`src/design/iaf_pkg.sv`:
```
// Shared types, codes and character helpers for the integer to ASCII formatter.
`default_nettype none
package iaf_pkg;

  // Stream word widths
  localparam int unsigned IN_TDATA_W  = 72;  // value (64) + action (2), padded to 9 bytes
  localparam int unsigned OUT_TDATA_W = 8;

  // Format selector codes
  localparam logic [1:0] ACT_DEC  = 2'd0;
  localparam logic [1:0] ACT_LHEX = 2'd1;
  localparam logic [1:0] ACT_UHEX = 2'd2;
  localparam logic [1:0] ACT_PTR  = 2'd3;

  // ASCII constants
  localparam logic [7:0] CH_ZERO   = 8'h30;  // '0'
  localparam logic [7:0] CH_LOW_A  = 8'h61;  // 'a'
  localparam logic [7:0] CH_UP_A   = 8'h41;  // 'A'
  localparam logic [7:0] CH_MINUS  = 8'h2D;  // '-'
  localparam logic [7:0] CH_X      = 8'h78;  // 'x'
  localparam logic [7:0] CH_LPAREN = 8'h28;  // '('
  localparam logic [7:0] CH_N      = 8'h6E;  // 'n'
  localparam logic [7:0] CH_I      = 8'h69;  // 'i'
  localparam logic [7:0] CH_L      = 8'h6C;  // 'l'
  localparam logic [7:0] CH_RPAREN = 8'h29;  // ')'

  // Prefix indexes of the final prefix character
  localparam logic [2:0] NIL_LAST_IDX = 3'd4;
  localparam logic [2:0] HEX_LAST_IDX = 3'd1;

  typedef enum logic [2:0] {
    ST_IDLE,
    ST_CONV,
    ST_SKIP,
    ST_PRE,
    ST_DIGIT
  } state_t;

  typedef struct packed {
    logic load;
    logic conv;
    logic skip;
    logic put_pre;
    logic put_dig;
  } cmd_t;

  typedef struct packed {
    logic is_dec;
    logic is_ptr;
    logic neg;
    logic zero;
    logic conv_last;
    logic top_zero;
    logic rem_one;
    logic pre_last;
    logic out_free;
  } status_t;

  // One hex or decimal digit to its character
  function automatic logic [7:0] digit_char(input logic [3:0] d, input logic upper);
    logic [7:0] base;
    begin
      base = upper ? CH_UP_A : CH_LOW_A;
      if (d < 4'd10) begin
        digit_char = CH_ZERO + {4'd0, d};
      end else begin
        digit_char = base + {4'd0, d} - 8'd10;
      end
    end
  endfunction

  // Prefix text: "-" for negative decimals, "0x" for pointers, "(nil)" for null pointers
  function automatic logic [7:0] prefix_char(input logic [1:0] act, input logic zero,
                                             input logic [2:0] idx);
    logic [7:0] c;
    begin
      c = CH_MINUS;
      if (act == ACT_PTR) begin
        if (zero) begin
          case (idx)
            3'd0:    c = CH_LPAREN;
            3'd1:    c = CH_N;
            3'd2:    c = CH_I;
            3'd3:    c = CH_L;
            default: c = CH_RPAREN;
          endcase
        end else begin
          c = (idx == 3'd0) ? CH_ZERO : CH_X;
        end
      end
      prefix_char = c;
    end
  endfunction

endpackage
`default_nettype wire

```
`src/design/iaf_ctrl.sv`:
```
// Sequencing state machine of the integer to ASCII formatter.
`default_nettype none
module iaf_ctrl (
  input  wire              clk,
  input  wire              rst,
  input  wire              s_tvalid,
  output logic             s_tready,
  input  iaf_pkg::status_t st,
  output iaf_pkg::cmd_t    cmd
);
  import iaf_pkg::*;

  state_t state, state_next;

  always_ff @(posedge clk) begin
    if (rst) begin
      state <= ST_IDLE;
    end else begin
      state <= state_next;
    end
  end

  always_comb begin
    state_next = state;
    cmd        = '0;
    s_tready   = 1'b0;
    unique case (state)
      ST_IDLE: begin
        s_tready = 1'b1;
        if (s_tvalid) begin
          cmd.load   = 1'b1;
          state_next = ST_SKIP;
          if (st.is_dec) begin
            state_next = ST_CONV;
          end
        end
      end
      ST_CONV: begin
        cmd.conv = 1'b1;
        if (st.conv_last) begin
          state_next = ST_SKIP;
        end
      end
      ST_SKIP: begin
        // drop leading zero digits, keep at least one
        if (st.top_zero && !st.rem_one) begin
          cmd.skip = 1'b1;
        end else if (st.neg || st.is_ptr) begin
          state_next = ST_PRE;
        end else begin
          state_next = ST_DIGIT;
        end
      end
      ST_PRE: begin
        if (st.out_free) begin
          cmd.put_pre = 1'b1;
          if (st.pre_last) begin
            state_next = (st.is_ptr && st.zero) ? ST_IDLE : ST_DIGIT;
          end
        end
      end
      ST_DIGIT: begin
        if (st.out_free) begin
          cmd.put_dig = 1'b1;
          if (st.rem_one) begin
            state_next = ST_IDLE;
          end
        end
      end
      default: begin
        state_next = ST_IDLE;
      end
    endcase
  end

endmodule
`default_nettype wire

```
`src/design/iaf_datapath.sv`:
```
// Digit register, binary to BCD converter and output register of the formatter.
`default_nettype none
module iaf_datapath #(
  parameter int unsigned VALUE_WIDTH = 64
) (
  input  wire                                   clk,
  input  wire                                   rst,
  input  wire  [iaf_pkg::IN_TDATA_W-1:0]        s_tdata,
  output logic [iaf_pkg::OUT_TDATA_W-1:0]       m_tdata,
  output logic                                  m_tlast,
  output logic                                  m_tvalid,
  input  wire                                   m_tready,
  input  iaf_pkg::cmd_t                         cmd,
  output iaf_pkg::status_t                      st
);
  import iaf_pkg::*;

  localparam int unsigned W    = VALUE_WIDTH;
  localparam int unsigned NDIG = (W * 30103) / 100000 + 1;  // decimal digits of 2^W-1
  localparam int unsigned HDIG = (W + 3) / 4;
  localparam int unsigned DW   = NDIG * 4;
  localparam int unsigned HW   = HDIG * 4;
  localparam int unsigned RW   = $clog2(NDIG + 1);
  localparam int unsigned CW   = $clog2(W);

  logic [DW-1:0] dig;
  logic [W-1:0]  bin;
  logic [RW-1:0] rem;
  logic [CW-1:0] cnt;
  logic [2:0]    pidx;
  logic [1:0]    act;
  logic          neg;
  logic          zero;

  logic [W-1:0]  in_v;
  logic [1:0]    in_act;
  logic          in_neg;
  logic [W-1:0]  in_mag;
  logic [DW-1:0] dabble;
  logic [DW-1:0] corr;
  logic [3:0]    top;

  assign in_v   = s_tdata[W-1:0];
  assign in_act = s_tdata[65:64];
  assign in_neg = (in_act == ACT_DEC) && in_v[W-1];
  assign in_mag = in_neg ? (~in_v + {{(W-1){1'b0}}, 1'b1}) : in_v;
  assign top    = dig[DW-1 -: 4];

  // Add 3 to every BCD digit of 5 or more, then shift in the next binary bit
  always_comb begin
    for (int i = 0; i < NDIG; i++) begin
      corr[4*i +: 4] = (dig[4*i +: 4] >= 4'd5) ? dig[4*i +: 4] + 4'd3 : dig[4*i +: 4];
    end
    dabble = {corr[DW-2:0], bin[W-1]};
  end

  always_ff @(posedge clk) begin
    if (cmd.load) begin
      act  <= in_act;
      neg  <= in_neg;
      zero <= (in_v == '0);
      cnt  <= '0;
      pidx <= '0;
      bin  <= in_mag;
      if (in_act == ACT_DEC) begin
        dig <= '0;
        rem <= RW'(NDIG);
      end else begin
        dig <= DW'(in_v) << (DW - HW);
        rem <= RW'(HDIG);
      end
    end
    if (cmd.conv) begin
      dig <= dabble;
      bin <= bin << 1;
      cnt <= cnt + 1'b1;
    end
    if (cmd.skip || cmd.put_dig) begin
      dig <= dig << 4;
      rem <= rem - 1'b1;
    end
    if (cmd.put_pre) begin
      pidx <= pidx + 1'b1;
    end
  end

  // Output register: hold the word until taken
  always_ff @(posedge clk) begin
    if (rst) begin
      m_tvalid <= 1'b0;
    end else if (cmd.put_pre || cmd.put_dig) begin
      m_tvalid <= 1'b1;
    end else if (m_tready) begin
      m_tvalid <= 1'b0;
    end
  end

  always_ff @(posedge clk) begin
    if (cmd.put_pre) begin
      m_tdata <= prefix_char(act, zero, pidx);
      m_tlast <= (act == ACT_PTR) && zero && (pidx == NIL_LAST_IDX);
    end else if (cmd.put_dig) begin
      m_tdata <= digit_char(top, act == ACT_UHEX);
      m_tlast <= (rem == RW'(1));
    end
  end

  always_comb begin
    st           = '0;
    st.is_dec    = (in_act == ACT_DEC);
    st.is_ptr    = (act == ACT_PTR);
    st.neg       = neg;
    st.zero      = zero;
    st.conv_last = (cnt == CW'(W - 1));
    st.top_zero  = (top == 4'd0);
    st.rem_one   = (rem == RW'(1));
    st.out_free  = !m_tvalid || m_tready;
    if (act == ACT_PTR) begin
      st.pre_last = zero ? (pidx == NIL_LAST_IDX) : (pidx == HEX_LAST_IDX);
    end else begin
      st.pre_last = 1'b1;
    end
  end

endmodule
`default_nettype wire

```
`src/design/integer_to_ascii_formatter.sv`:
```
// Top level of the integer to ASCII formatter: controller plus datapath.
//
// Usage:
//   Input stream (s_*): one word per value. s_tdata[63:0] is the value (only
//   the low VALUE_WIDTH bits count), s_tdata[65:64] the format: 0 signed
//   decimal, 1 lowercase hex, 2 uppercase hex, 3 pointer ("0x..." or "(nil)").
//   Output stream (m_*): one ASCII character per word, most significant
//   first; m_tlast marks the final character of a value's text.
//   One value is worked on at a time; s_tready is high only while idle.
//   Steps per value: the load, in decimal then the shift-and-add-3 BCD
//   converter over all VALUE_WIDTH bits, then the drop of each leading zero
//   digit, the exit from the zero-drop phase and finally the characters.
//   The converter takes one bit per cycle; the output register sends one
//   character per cycle while m_tready does not stall it.
//   Reset (rst, synchronous) returns to idle and empties the output register.
//   A stall on m_tready holds the current character in the output register
//   and pauses the sequencer; nothing is lost or repeated.
`default_nettype none
module integer_to_ascii_formatter #(
  parameter int unsigned VALUE_WIDTH = 64
) (
  input  wire                                clk,
  input  wire                                rst,
  input  wire                                s_tvalid,
  output logic                               s_tready,
  input  wire  [iaf_pkg::IN_TDATA_W-1:0]     s_tdata,   // [63:0] value, [65:64] action
  output logic                               m_tvalid,
  input  wire                                m_tready,
  output logic [iaf_pkg::OUT_TDATA_W-1:0]    m_tdata,   // [7:0] text_char
  output logic                               m_tlast    // last_char
);
  import iaf_pkg::*;

  cmd_t    cmd;
  status_t st;

  // Sequencer: decides when to load, convert, skip zeros and emit
  iaf_ctrl u_ctrl (
    .clk      (clk),
    .rst      (rst),
    .s_tvalid (s_tvalid),
    .s_tready (s_tready),
    .st       (st),
    .cmd      (cmd)
  );

  // Digit storage, BCD conversion and the output register
  iaf_datapath #(
    .VALUE_WIDTH (VALUE_WIDTH)
  ) u_datapath (
    .clk      (clk),
    .rst      (rst),
    .s_tdata  (s_tdata),
    .m_tdata  (m_tdata),
    .m_tlast  (m_tlast),
    .m_tvalid (m_tvalid),
    .m_tready (m_tready),
    .cmd      (cmd),
    .st       (st)
  );

endmodule
`default_nettype wire
```
`config.mk`:
```
export PLATFORM = sky130hd
export DESIGN_NAME = integer_to_ascii_formatter
export DESIGN_NICKNAME = d
export VERILOG_FILES = /design/src/design/iaf_pkg.sv /design/src/design/iaf_ctrl.sv /design/src/design/iaf_datapath.sv /design/src/design/integer_to_ascii_formatter.sv
export SDC_FILE = /design/constraint.sdc
export NUM_CORES = 1
export LEC_CHECK = 0
export ABC_AREA = 1
export BUFFER_PORTS_ARGS = -buffer_cell sky130_fd_sc_hd__buf_2
export CAP_MARGIN = 30
export CORE_ASPECT_RATIO = 1.25
export CORE_MARGIN = 5
export CORE_UTILIZATION = 56
export DETAILED_ROUTE_END_ITERATION = 8
export PLACE_DENSITY = 0.86
export SLEW_MARGIN = 40
export SYNTH_ARGS = -nofsm -noshare
export SYNTH_HDL_FRONTEND = slang
export SYNTH_SLANG_ARGS = --single-unit
```
`constraint.sdc`:
```
create_clock -name clk -period 3.31 [get_ports clk]
set_input_delay 0.1655 -clock clk [delete_from_list [all_inputs] [get_ports clk]]
set_output_delay 0.1655 -clock clk [all_outputs]
set_load 0.05 [all_outputs]
```
* Yosys cells after proc, flatten, opt, wreduce, memory -nomap -nowiden
Cells that the tools add are included.
Cells by class: multiplexer cells 68, $lt $le $gt $ge 21, reductions and logical operators 22, add/sub/neg operators 27, equality and inequality tests 19, bitwise logic cells 1
Operators with widths (count):
- 2-to-1 mux 80 bit | 4
- 2-to-1 mux 64 bit | 3
- greater-or-equal comparator 4 x 3 -> 1 bit (second input constant) | 20
- adder 4 x 2 -> 4 bit (second input constant) | 19
- 2-to-1 mux 4 bit | 19
- adder 64 x 1 -> 64 bit (second input constant) | 1
- zero test 64 bit | 1
- NOT 64 bit | 1
- 2-to-1 mux 8 bit | 5
- 2-to-1 mux 3 bit | 13
- case mux 7 bit (4 select lines) | 1
- 2-to-1 mux 6 bit | 3
- 2-to-1 mux 1 bit | 15
- case mux 3 bit (5 select lines) | 1
- == test 3 x 2 -> 1 bit (second input constant) | 4
- != test 2 bit (second input constant) | 6
- 2-to-1 mux 5 bit | 2
- nonzero test 2 bit | 5
- adder 7 x 4 -> 8 bit | 1
- subtractor 8 x 4 -> 8 bit (second input constant) | 1
- adder 6 x 4 -> 7 bit (first input constant) | 1
- 2-to-1 mux 7 bit | 1
- AND reduction 7 bit | 1
- adder 6 x 1 -> 6 bit (second input constant) | 1
- 18 further kinds | 29
Storage, ports and cells: register bits 175

* Logic depth before layout (Yosys ltp)
Gate-level depths: netlist of the first run.
word-level depth 7, mapped depth 13

* Cells and area by module
Synthesis of the first run repeated with hierarchy kept, for this count alone.
Unflattened totals: cells, all modules 1591, area total of the unflattened synthesis 12256.8 um2
Modules (own cells, without submodules):
- iaf_datapath | cells each 1525, area each 11896.4 um2, instances 1
- iaf_ctrl | cells each 66, area each 360.3 um2, instances 1

* Worst setup path after synthesis of the first run
Ideal clock, no wire load.
path kind reg2reg, from reg u_datapath.m_tvalid, to reg u_datapath.dig[10], enable pin, period minus slack after synthesis 3374 ps, path slack -64 ps, cell stages (with the launch flop) 9, setup time 783 ps, data arrival time 2591 ps, data required time 2527 ps, cells stage by stage dfxtp_1 inv_1 nor2_1 inv_1 nand2_1 nand2_1 inv_1 buf_6 nand2_1
On the way: cells in the longest elaborated chain, start to end 6
Ends and longest elaborated chain:
- from (decl) | line iaf_datapath.sv:11 | output logic m_tvalid,
- from (signal assigned) | line iaf_datapath.sv:90 | m_tvalid <= 1'b0;
- from (signal assigned) | line iaf_datapath.sv:92 | m_tvalid <= 1'b1;
- from (signal assigned) | line iaf_datapath.sv:94 | m_tvalid <= 1'b0;
- zero test 1 bit | line iaf_datapath.sv:117 | st.out_free = !m_tvalid || m_tready;
- logical OR 1 bit | line iaf_datapath.sv:117
- 2-to-1 mux 1 bit | line iaf_ctrl.sv:63 | if (st.out_free) begin
- 2-to-1 mux 1 bit | line iaf_ctrl.sv:27 | unique case (state)
- logical OR 1 bit | line iaf_datapath.sv:78 | if (cmd.skip || cmd.put_dig) begin
- nonzero test 3 bit (no line)
- to (signal assigned) | line iaf_datapath.sv:69 | dig <= DW'(in_v) << (DW - HW);
- to (signal assigned) | line iaf_datapath.sv:74 | dig <= dabble;
- to (signal assigned) | line iaf_datapath.sv:79 | dig <= dig << 4;
- to (decl) | line iaf_datapath.sv:26 | logic [DW-1:0] dig;
No other way between the ends. A chain may end at the register's enable or synchronous reset.

* Final worst setup path of the first run
from reg u_ctrl.state[1], to reg u_datapath.dig[59] (data pin)
On the way: cells in the longest elaborated chain, start to end 4, elaborated cells on any way between the ends 9, those cells by class 3 x eq/ne; 5 x mux; 1 x reduce/logical
Ends and longest elaborated chain:
- from (decl) | line iaf_ctrl.sv:13 | state_t state, state_next;
- from (signal assigned) | line iaf_ctrl.sv:19 | state <= state_next;
- == test 3 x 1 -> 1 bit, or another cell as far along | line iaf_ctrl.sv:27
- 2-to-1 mux 1 bit | line iaf_ctrl.sv:27
- 2-to-1 mux 80 bit or logical OR 1 bit (tied branches) | line iaf_datapath.sv:73, iaf_datapath.sv:78
- 2-to-1 mux 80 bit (*) | line iaf_datapath.sv:78
Mark *: on every way between the ends. The rest lies on a longest branch, timed or not.

==> flow_metrics.py, run 1 <==
metrics = {
    "outcome": {
        "status": "finished clean",
    },
    "drt": {
        "wire_per_inst_um": 17.1,
        "vias": 11716,
        "antenna_left": 0,
        "vias_per_cell": 6.04,
        "drc": 0,
        "first_iter_violations": 1224,
        "drt_first_pass_iters": 7,
        "drt-total-wl_um": 33200,
    },
    "placed_design": {
        "placed_cells": 1906,
        "post_dp_cell_area_um2": 12800,
        "gp_congestion": 0.975,
        "dp_hpwl_um": 23300,
        "portBuffers": 79,
    },
    "cts": {
        "clock_path_buffers": 2,
        "cts_resized": 0,
        "worstSkewPairLatency_ns": 0.44,
        "holdBufCountCts": 3,
        "htree_num_levels": 4,
        "cts_tree": "yes",
        "cts_root_buffer": "clkbuf_16",
        "cts.clk_slew.worst_paths_ns": 0.07,
        "cts_setup_buffers": 0,
        "numCtsBuffers": 17,
        "cts_sinks": 174,
    },
    "floorplan": {
        "fp.dieW_um": 143,
        "pin_count": 87,
        "core_area_um2": 21600,
        "die_y_um": 176,
        "start_util_pct": 57.1,
        "dieArea_um2": 25100,
        "rows": 60,
    },
    "synth": {
        "yosysSeqAreaShare_pct": 41.6,
        "ys_types": 45,
        "syn-cell-area_um2": 12300,
        "ys_warn_count": 0,
        "yosys.area.top_type_share_pct": 40.2,
        "synthTopCellsByArea": "edfxtp_1 40%, nand2_1 12%, nor2_1 6.0%, o21ai_0 5.8%, inv_1 5.0%",
        "ys_ff_latch": 174,
        "synth_edf_count": 165,
        "synthCells": 1594,
        "synth.avg_cell_area_um2": 7.74,
        "synth_fp_nets": 1719,
        "ys.flop_type": "edfxtp_1",
        "async_flop_share_pct": 0,
        "synth_top_area_cell": "edfxtp_1",
    },
    "global_route": {
        "antenna_found_initial": 0,
        "overflow": 0,
        "grt_pass1_wl_um": 53400,
        "grt_pass1_vias": 11178,
        "grt.total_usage_pct": 26.2,
        "grt_max_degree": 111,
    },
    "sta": {
        "final.setup_skew_ns": 0.0116,
        "worstMarginPinSlew_ns": 0.853,
        "period_share_pct": 76.4,
        "rsz0062_at_grt": "no",
        "finalSetupViolCount": 0,
        "fin_hold_ws_ns": 0.111,
        "max_freq_mhz": 395,
        "drv_slew": 0,
        "finalSetupTns_ns": 0,
        "hold_viol": 0,
        "fin_crit_ns": 2.53,
        "slew_headroom_pct": 43.1,
    },
    "setup_path": {
        "startpoint_type": "flip-flop",
        "crit_fanout": 67,
        "cp.required_ns": 3.59,
        "worstReg2RegStart": "u_ctrl.state[1]",
        "worstSetupPathType": "reg -> reg",
        "cp_data_arrival_time_ns": 2.81,
        "critPathLaunch": "u_ctrl.state[1]",
        "endpoint_kind": "flip-flop",
    },
    "final_layout": {
        "nets": 1774,
        "finish.instance_area_um2": 13500,
        "stdcell_count": 1941,
        "final_cell_mix": "376 x nand2_1, 196 x nor2_1, 165 x edfxtp_1",
        "syn2layout_area_growth_pct": 9.14,
        "layout_commonest_cell": "nand2_1",
        "drive_above_1_share_pct": 10.9,
        "diodes": 0,
    },
    "min_path": {
        "min_from": "s_tdata[0]",
        "hp-class": "in -> reg",
    },
    "power_and_ir_drop": {
        "power_density_nw_per_um2": 913,
        "leakagePower_nw": 5.73,
        "ir_drop_mv": 0.589,
        "power.total_mw": 12.3,
    },
    "job": {
        "maxCapViolCount": 0,
    },
}
[metal layers]
metal	up-vias	global-route usage [%]	wire (um)
met1	5402	32.9	12900
met3	96	3.41	2690
met4	0	11.6	1210
li1	5579	-	-
met2	639	45.0	16400
met5	-	0	0
[cell usage after synthesis (16+ instances only)]
| master | number |
|---|---|
| nand2_1 | 379 |
| nor2_1 | 196 |
| inv_1 | 166 |
| edfxtp_1 | 165 |
| o21ai_0 | 142 |
| nand3_1 | 83 |
| a21oi_1 | 73 |
| a31oi_1 | 54 |
| ha_1 | 49 |
| a22oi_1 | 48 |
| buf_2 | 29 |
| o21ai_1 | 22 |
| nand4_1 | 16 |
| xor2_1 | 16 |
[report_power, final]
group | switching [mW] | internal (mW) | leakage (nW) | total (mW)
registers | 0.623 | 4.13 | 1.69 | 4.75
logic | 3.77 | 1.66 | 3.74 | 5.43
clock network | 0.863 | 1.25 | 0.299 | 2.11
[layout make-up]
cell class | count | area [um2]
timing repair buffer | 97 | 554
sequential | 174 | 5130
clock buffer | 23 | 478
tap | 279 | 349
multi-input combinational | 1185 | 6160
inverter | 174 | 657
clock inverter | 9 | 134
fill | 1807 | 8150
[path summary, 6_finish.rpt]
kind                                           end  slack (ns)  cells past startpoint
worst max-delay path            u_datapath.dig[59]        0.78                      9
worst min-delay path             u_datapath.bin[0]        0.11                      3
worst max register to register  u_datapath.dig[59]        0.78                      9
worst min register to register   u_datapath.bin[0]        0.48                      2
[metrics by stage]
| step | worst slack, ns | utilization (%) |
|---|---|---|
| 2_1_floorplan | 0.531 | - |
| 3_3_place_gp | 1.01 | 59.3 |
| 3_5_place_dp | 0.881 | 59.3 |
| 4_1_cts | 0.805 | 62.3 |
| 5_1_grt | 0.568 | 62.3 |
| 6_report | 0.780 | 62.3 |
[cells by family (layout without fill, tap and decap cells)]
kind of cell / count (synthesis) / after routing / share of synthesized area [%]
AO/OA/AOI/OAI: 387 / 387 / 18.5
XOR/XNOR: 20 / 20 / 1.42
adder cells (fa/ha/maj): 49 / 49 / 4.97
buffers and inverters: 235 / 303 / 8.65
flip-flops: 174 / 174 / 41.6
other: 1 / 1 / 0.0304
AND/OR/NAND/NOR: 728 / 728 / 24.8
[state kept, by name, indices dropped and copies added (netlist names)]
signal / count
u_datapath.neg: 1
u_datapath.pidx: 3
u_datapath.rem: 5
u_datapath.bin: 64
u_datapath.cnt: 6
u_datapath.m_tvalid: 1
u_datapath.m_tlast: 1
u_datapath.act: 2
u_ctrl.state: 3
u_datapath.dig: 80
u_datapath.zero: 1
u_datapath.m_tdata: 7
[critical path, cell delays in order, from the launching register on]
cell,delay (ns)
dfxtp_1,0.36
nor2_2,0.24
nand2_4,0.09
clkinv_2,0.06
buf_4,0.58
buf_4,0.51
nand2_1,0.14
o21ai_0,0.22
nand2_1,0.07
o21ai_0,0.09
Note: power is estimated with default switching activity, not from simulation.
==> inputs of run 2 (changes only) <==
--- a/config.mk
+++ b/config.mk
@@ -5,14 +5,14 @@
 export SDC_FILE = /design/constraint.sdc
 export NUM_CORES = 1
 export LEC_CHECK = 0
-export ABC_AREA = 1
+export ABC_AREA = 0
 export BUFFER_PORTS_ARGS = -buffer_cell sky130_fd_sc_hd__buf_2
 export CAP_MARGIN = 30
 export CORE_ASPECT_RATIO = 1.25
 export CORE_MARGIN = 5
-export CORE_UTILIZATION = 56
+export CORE_UTILIZATION = 55
 export DETAILED_ROUTE_END_ITERATION = 8
-export PLACE_DENSITY = 0.86
+export PLACE_DENSITY = 0.85
 export SLEW_MARGIN = 40
 export SYNTH_ARGS = -nofsm -noshare
 export SYNTH_HDL_FRONTEND = slang
==> constraint.sdc (replaced) <==
create_clock -name clk -period 2.03 [get_ports clk]
set_input_delay 0.1015 -clock clk [delete_from_list [all_inputs] [get_ports clk]]
set_output_delay 0.1015 -clock clk [all_outputs]
set_load 0.05 [all_outputs]
==> flow_metrics.py, run 2 <==
metrics = {
    "outcome": {
        "status": "complete, but fails checks",
        "violations": "negative setup slack",
    },
    "floorplan": {
        "dieArea_um2": 23700,
        "die_y_um": 171,
        "pin_count": 87,
        "rows": 58,
        "core_area_um2": 20200,
        "fp.dieW_um": 139,
        "start_util_pct": 56.2,
    },
    "synth": {
        "synth.avg_cell_area_um2": 8.96,
        "ys_ff_latch": 174,
        "synth_top_area_cell": "edfxtp_1",
        "synth_fp_nets": 1395,
        "synth_top_family_by_area": "compound AO/OA/AOI/OAI gates",
        "async_flop_share_pct": 0,
        "synth.most_common_cell": "nand2_1",
        "synthTopCellsByArea": "edfxtp_1 44%, a21oi_1 6.1%, o21ai_0 6.1%, nand2_1 5.7%, ha_1 5.4%",
        "synth-xor-area-share_pct": 6.85,
        "synthCells": 1270,
        "yosys.area.top_type_share_pct": 43.6,
        "synth_mux_area_share_pct": 0.176,
        "ys_top_cells_by_count": "174 x nand2_1, 165 x edfxtp_1, 138 x a21oi_1, 138 x o21ai_0, 120 x nor2_1",
        "synth_edf_count": 165,
        "synth_compound_area_share_pct": 19.8,
        "ys_types": 57,
        "yosysSeqAreaShare_pct": 45.1,
        "synthSimpleGateAreaFrac_pct": 18.3,
        "ys_warn_count": 0,
        "synthAdderAreaFrac_pct": 5.39,
        "ys.flop_type": "edfxtp_1",
        "syn-cell-area_um2": 11400,
    },
    "global_route": {
        "top_usage_layer": "met2",
        "grt_pass1_vias": 10848,
        "met3_usage_pct": 4.50,
        "grt_max_degree": 73,
        "antenna_found_initial": 0,
        "use_met1_pct": 31.4,
        "overflow": 0,
        "grt.total_usage_pct": 27.1,
        "grt_pass1_wl_um": 52600,
        "use_met2_pct": 48.6,
    },
    "drt": {
        "antenna_left": 0,
        "first_iter_violations": 1484,
        "drt-total-wl_um": 35300,
        "vias_per_cell": 6.51,
        "wire_per_inst_um": 20.3,
        "drt_first_pass_iters": 6,
        "drc": 0,
        "vias": 11316,
    },
    "power_and_ir_drop": {
        "pwr-share-seq_pct": 36.0,
        "leakagePower_nw": 5.56,
        "ir_drop_mv": 0.807,
        "power.switching_mw": 9.37,
        "pwr-share-clk_pct": 16.0,
        "power_density_nw_per_um2": 1550,
        "combPwrFrac_pct": 48.0,
        "swShare_pct": 41.4,
        "p_int_mw": 13.3,
    },
    "final_layout": {
        "syn2layout_area_growth_pct": 28.5,
        "drive_above_1_share_pct": 25.9,
        "layout_commonest_cell": "edfxtp_1",
        "final_cell_mix": "165 x edfxtp_1, 144 x nand2_1, 134 x a21oi_1",
        "largest_register_ff_count": 80,
        "finish.instance_area_um2": 14600,
        "stdcell_count": 1738,
        "diodes": 0,
        "utilization_pct": 72.2,
        "regMostFlops": "u_datapath.dig",
        "nets": 1580,
        "largestRegisters": "u_datapath.dig: 80 flops, u_datapath.bin: 64 flops, u_datapath.m_tdata: 7 flops",
    },
    "setup_path": {
        "crit_family": "simple AND/OR/NAND/NOR gates",
        "crit_end": "u_datapath.dig[50]",
        "worstSetupPathType": "reg -> reg",
        "worstRegToRegCells": 9,
        "worst-r2r-setup-slack_ns": -0.40,
        "endpoint_kind": "flip-flop",
        "slowest_stage": "or4b_4",
        "worstReg2RegStart": "u_datapath.rem[1]",
        "startpoint_type": "flip-flop",
        "cp.required_ns": 2.21,
        "critPathBufInv": 3,
        "critPathMaxStageDelay_ns": 0.47,
        "path_cells": "inv_2, ha_4, or4b_4, nand4_1, o21ai_4, buf_12, buf_16, a311oi_2, a21oi_1",
        "crit_fanout": 14,
        "critPathLaunch": "u_datapath.rem[1]",
        "cp_num_cells": 9,
        "cp_data_arrival_time_ns": 2.61,
        "worstReg2RegEnd": "u_datapath.dig[50]",
    },
    "min_path": {
        "hp-class": "in -> reg",
    },
    "sta": {
        "hold_viol": 0,
        "rsz0062_at_grt": "yes",
        "drv_slew": 0,
        "setup_slack_ns": -0.398,
        "max_freq_mhz": 412,
        "finalSetupViolCount": 168,
        "slew_headroom_pct": 63.1,
        "period_share_pct": 120,
        "finalSetupTns_ns": -45.06,
        "worstMarginPinSlew_ns": 0.553,
        "fin_hold_ws_ns": 0.0406,
        "fin_crit_ns": 2.43,
        "final.setup_skew_ns": 0.00788,
    },
    "placed_design": {
        "gp_congestion": 0.880,
        "post_dp_cell_area_um2": 13100,
        "placed_cells": 1677,
        "dp_hpwl_um": 21200,
        "portBuffers": 79,
    },
    "job": {
        "maxCapViolCount": 0,
    },
    "cts": {
        "clock_path_buffers": 2,
        "worstSkewPairLatency_ns": 0.44,
        "numCtsBuffers": 17,
        "cts_root_buffer": "clkbuf_16",
        "htree_num_levels": 4,
        "cts_sinks": 174,
        "cts_tree": "yes",
        "cts.clk_slew.worst_paths_ns": 0.07,
    },
}
-- run 2: worst min path at each step --
stage                      startpoint                  end  cells after the start
after floorplan                   rst      u_ctrl.state[2]                      1
after global placement            rst  u_datapath.m_tvalid                      2
after detailed placement          rst  u_datapath.m_tvalid                      2
after CTS                 s_tdata[63]      u_datapath.zero                      2
after global routing      s_tdata[63]      u_datapath.zero                      2
final                     s_tdata[63]      u_datapath.zero                      2
-- run 2: power by group through the flow --
stage | registers (mW) | clock network [mW] | logic (mW)
detailed placement | 7.94 | 0 | 9.03
floorplan | 7.74 | 0 | 6.21
finish | 8.16 | 3.62 | 10.9
global placement | 7.85 | 0 | 8.59
global route | 8.31 | 3.76 | 11.7
CTS | 7.90 | 3.60 | 9.76
-- run 2: layer usage --
metal  wire length [um]  up-vias  share of wire (%)
met5                  0        -                  0
li1                   -     4979                  -
met2              18000      781                 51
met3               2920      182                8.3
met1              12500     5374                 35
met4               2000        0                5.7
-- run 2: per-stage QoR --
step           setup slack (ns)  power [mW]
2_1_floorplan            -0.458        14.0
3_3_place_gp             -0.341        16.4
3_5_place_dp             -0.369        17.0
4_1_cts                  -0.182        21.3
5_1_grt                  -0.409        23.8
6_report                 -0.398        22.6
-- run 2: logic make-up (layout without fill, tap and decap cells) --
logic type | count (synthesis) | in the layout
adders and majority gates | 49 | 49
other | 1 | 1
AOI/OAI and AO/OA | 388 | 388
muxes | 2 | 2
xor gates and xnor gates | 89 | 89
buffers and inverters | 128 | 326
and+or+nand+nor | 439 | 439
DFF | 174 | 174
-- run 2: layout make-up --
type	count	area (um2)
Tap cell	270	338
Inverter	59	226
Clock buffer	19	433
Timing Repair Buffer	235	1950
Fill cell	1277	5630
Sequential cell	174	5130
Clock inverter	13	194
Multi-Input combinational cell	968	6340
-- run 2: repair_timing --
item | CTS | global route
gates resized for setup | 59 | 114
buffers inserted | 14 | 8
gates cloned | 2 | 4
endpoints found under the setup margin | 161 | 170
hold endpoints to repair | 6 | 0
pin swaps | 8 | 14
hold buffers | 4 | 0
-- run 2: worst reg2reg max path, stage by stage (launching register included) --
cell and delay [ns]:
edfxtp_1 0.42, inv_2 0.12, ha_4 0.14, or4b_4 0.47
nand4_1 0.18, o21ai_4 0.14, buf_12 0.19, buf_16 0.16
a311oi_2 0.26, a21oi_1 0.09
==> inputs of run 3 (changes only) <==
--- a/config.mk
+++ b/config.mk
@@ -6,13 +6,13 @@
 export NUM_CORES = 1
 export LEC_CHECK = 0
 export ABC_AREA = 0
-export BUFFER_PORTS_ARGS = -buffer_cell sky130_fd_sc_hd__buf_2
+export BUFFER_PORTS_ARGS = -buffer_cell sky130_fd_sc_hd__buf_4
 export CAP_MARGIN = 30
 export CORE_ASPECT_RATIO = 1.25
 export CORE_MARGIN = 5
-export CORE_UTILIZATION = 55
+export CORE_UTILIZATION = 35
 export DETAILED_ROUTE_END_ITERATION = 8
-export PLACE_DENSITY = 0.85
+export PLACE_DENSITY = 0.61
 export SLEW_MARGIN = 40
 export SYNTH_ARGS = -nofsm -noshare
 export SYNTH_HDL_FRONTEND = slang
==> flow_metrics.py, run 3 (same netlist as run 2, synthesis figures left out) <==
metrics = {
    "drt": {
        "vias_per_cell": 5.36,
        "drc": 0,
        "drt-total-wl_um": 31300,
        "vias": 10035,
        "antenna_left": 0,
        "first_iter_violations": 733,
        "wire_per_inst_um": 16.7,
        "drt_first_pass_iters": 4,
    },
    "setup_path": {
        "worst-r2r-setup-slack_ns": -0.23,
        "cp_data_arrival_time_ns": 2.43,
        "cp.required_ns": 2.20,
        "slowest_stage": "or4b_4",
        "startpoint_type": "flip-flop",
        "crit_fanout": 32,
        "critPathMaxStageDelay_ns": 0.46,
        "crit_family": "simple AND/OR/NAND/NOR gates",
        "critPathBufInv": 2,
        "path_cells": "inv_2, ha_1, or4b_4, nand4_1, o21ai_4, or3_4, buf_12",
        "endpoint_kind": "flip-flop",
        "worstSetupPathType": "reg -> reg",
    },
    "final_layout": {
        "largest_register_ff_count": 80,
        "regMostFlops": "u_datapath.dig",
        "syn2layout_area_growth_pct": 28.8,
        "final_cell_mix": "196 x buf_4, 167 x nand2_1, 165 x edfxtp_1",
        "nets": 1573,
        "largestRegisters": "u_datapath.dig: 80 flops, u_datapath.bin: 64 flops, u_datapath.m_tdata: 7 flops",
        "layout_commonest_cell": "buf_4",
        "utilization_pct": 45.8,
        "num-fill-cells": 3044,
        "diodes": 0,
        "drive_above_1_share_pct": 22.6,
    },
    "sta": {
        "finalSetupTns_ns": -24.26,
        "final.setup_skew_ns": 0.0150,
        "drv_slew": 0,
        "rsz0062_at_grt": "yes",
        "finalSetupViolCount": 154,
        "hold_viol": 0,
        "setup_slack_ns": -0.232,
        "period_share_pct": 111,
        "fin_crit_ns": 2.26,
        "max_freq_mhz": 442,
    },
    "power_and_ir_drop": {
        "ir_drop_mv": 0.660,
        "pwr-share-seq_pct": 37.2,
        "combPwrFrac_pct": 47.2,
        "leakagePower_nw": 5.40,
        "swShare_pct": 40.0,
        "power.switching_mw": 8.52,
        "p_int_mw": 12.8,
        "power_density_nw_per_um2": 1450,
        "power.total_mw": 21.3,
        "pwr-share-clk_pct": 15.6,
    },
    "cts": {
        "cts.clk_slew.worst_paths_ns": 0.08,
        "numCtsBuffers": 17,
        "worstSkewPairLatency_ns": 0.44,
        "cts_root_buffer": "clkbuf_16",
        "htree_num_levels": 4,
        "clock_path_buffers": 2,
        "cts_sinks": 174,
        "cts_tree": "yes",
    },
    "global_route": {
        "use_met1_pct": 20.7,
        "overflow": 0,
        "grt_max_degree": 80,
        "top_usage_layer": "met2",
        "antenna_found_initial": 0,
        "grt_pass1_wl_um": 48900,
        "grt_pass1_vias": 9627,
        "use_met2_pct": 29.8,
        "grt.total_usage_pct": 16.6,
        "met3_usage_pct": 2.45,
    },
    "floorplan": {
        "pin_count": 87,
        "core_area_um2": 32000,
        "rows": 73,
        "start_util_pct": 35.6,
        "fp.dieW_um": 171,
        "dieArea_um2": 36200,
        "die_y_um": 212,
    },
    "outcome": {
        "status": "complete, but fails checks",
        "violations": "negative setup slack",
    },
    "placed_design": {
        "dp_hpwl_um": 21800,
        "portBuffers": 79,
        "gp_congestion": 0.855,
    },
    "min_path": {
        "hp-class": "in -> reg",
    },
    "job": {
        "maxCapViolCount": 0,
    },
}
## run 3: cell type report
class,count,area (um2),share of cell area [%]
clock buffers,20,437,2.98
clock inverters,12,139,0.948
inverters,59,226,1.55
multi-input cells,968,6140,41.9
flip-flops and latches,174,5130,35.1
well taps,412,515,3.52
repair buffers,228,2050,14.0
## run 3: stage by stage
step                      setup WS, ns  instance area (um2)  hold WS (ns)  cells
after floorplan                 -0.458                11500         0.171   1270
after global placement          -0.387                13500         0.295   1818
after detailed placement        -0.393                13500         0.295   1818
after CTS                       -0.172                14200        0.0558   1862
after global routing            -0.299                14600        0.0646   1873
final                           -0.232                14600        0.0785   1873
## run 3: worst register-to-register path: stages, from the launching register on
cell	delay, ns
edfxtp_1	0.40
inv_2	0.08
ha_1	0.14
or4b_4	0.46
nand4_1	0.16
o21ai_4	0.11
or3_4	0.42
buf_12	0.20
## run 3: timing repair
action	4_1_cts	5_1_grt
hold endpoints to repair	7	0
gates resized for setup	13	82
setup endpoints to repair	161	168
buffers inserted	6	7
pin swaps	6	10
cloned	0	4
hold buffers	6	0
## run 3: final timing paths
check	to	from	cells after the start
worst min-delay path	u_datapath.dig[50]	s_tdata[34]	3
worst max-delay path	u_datapath.dig[56]	u_datapath.rem[1]	7
worst max register to register	u_datapath.dig[56]	u_datapath.rem[1]	7
worst min register to register	u_datapath.dig[0]	u_datapath.bin[63]	2
## run 3: per-layer routing
layer	up-vias	part of all wire, %
met2	189	52
met3	39	3.1
met4	0	2.2
met1	4851	43
li1	4956	-
met5	-	0
## run 3: power groups by stage
stage	Combinational [mW]	Clock, mW	Sequential, mW
after global routing	11.2	3.55	8.14
after floorplan	6.21	0	7.74
final	10.0	3.32	7.93
after CTS	9.35	3.37	7.89
after detailed placement	9.13	0	7.94
after global placement	8.91	0	7.89
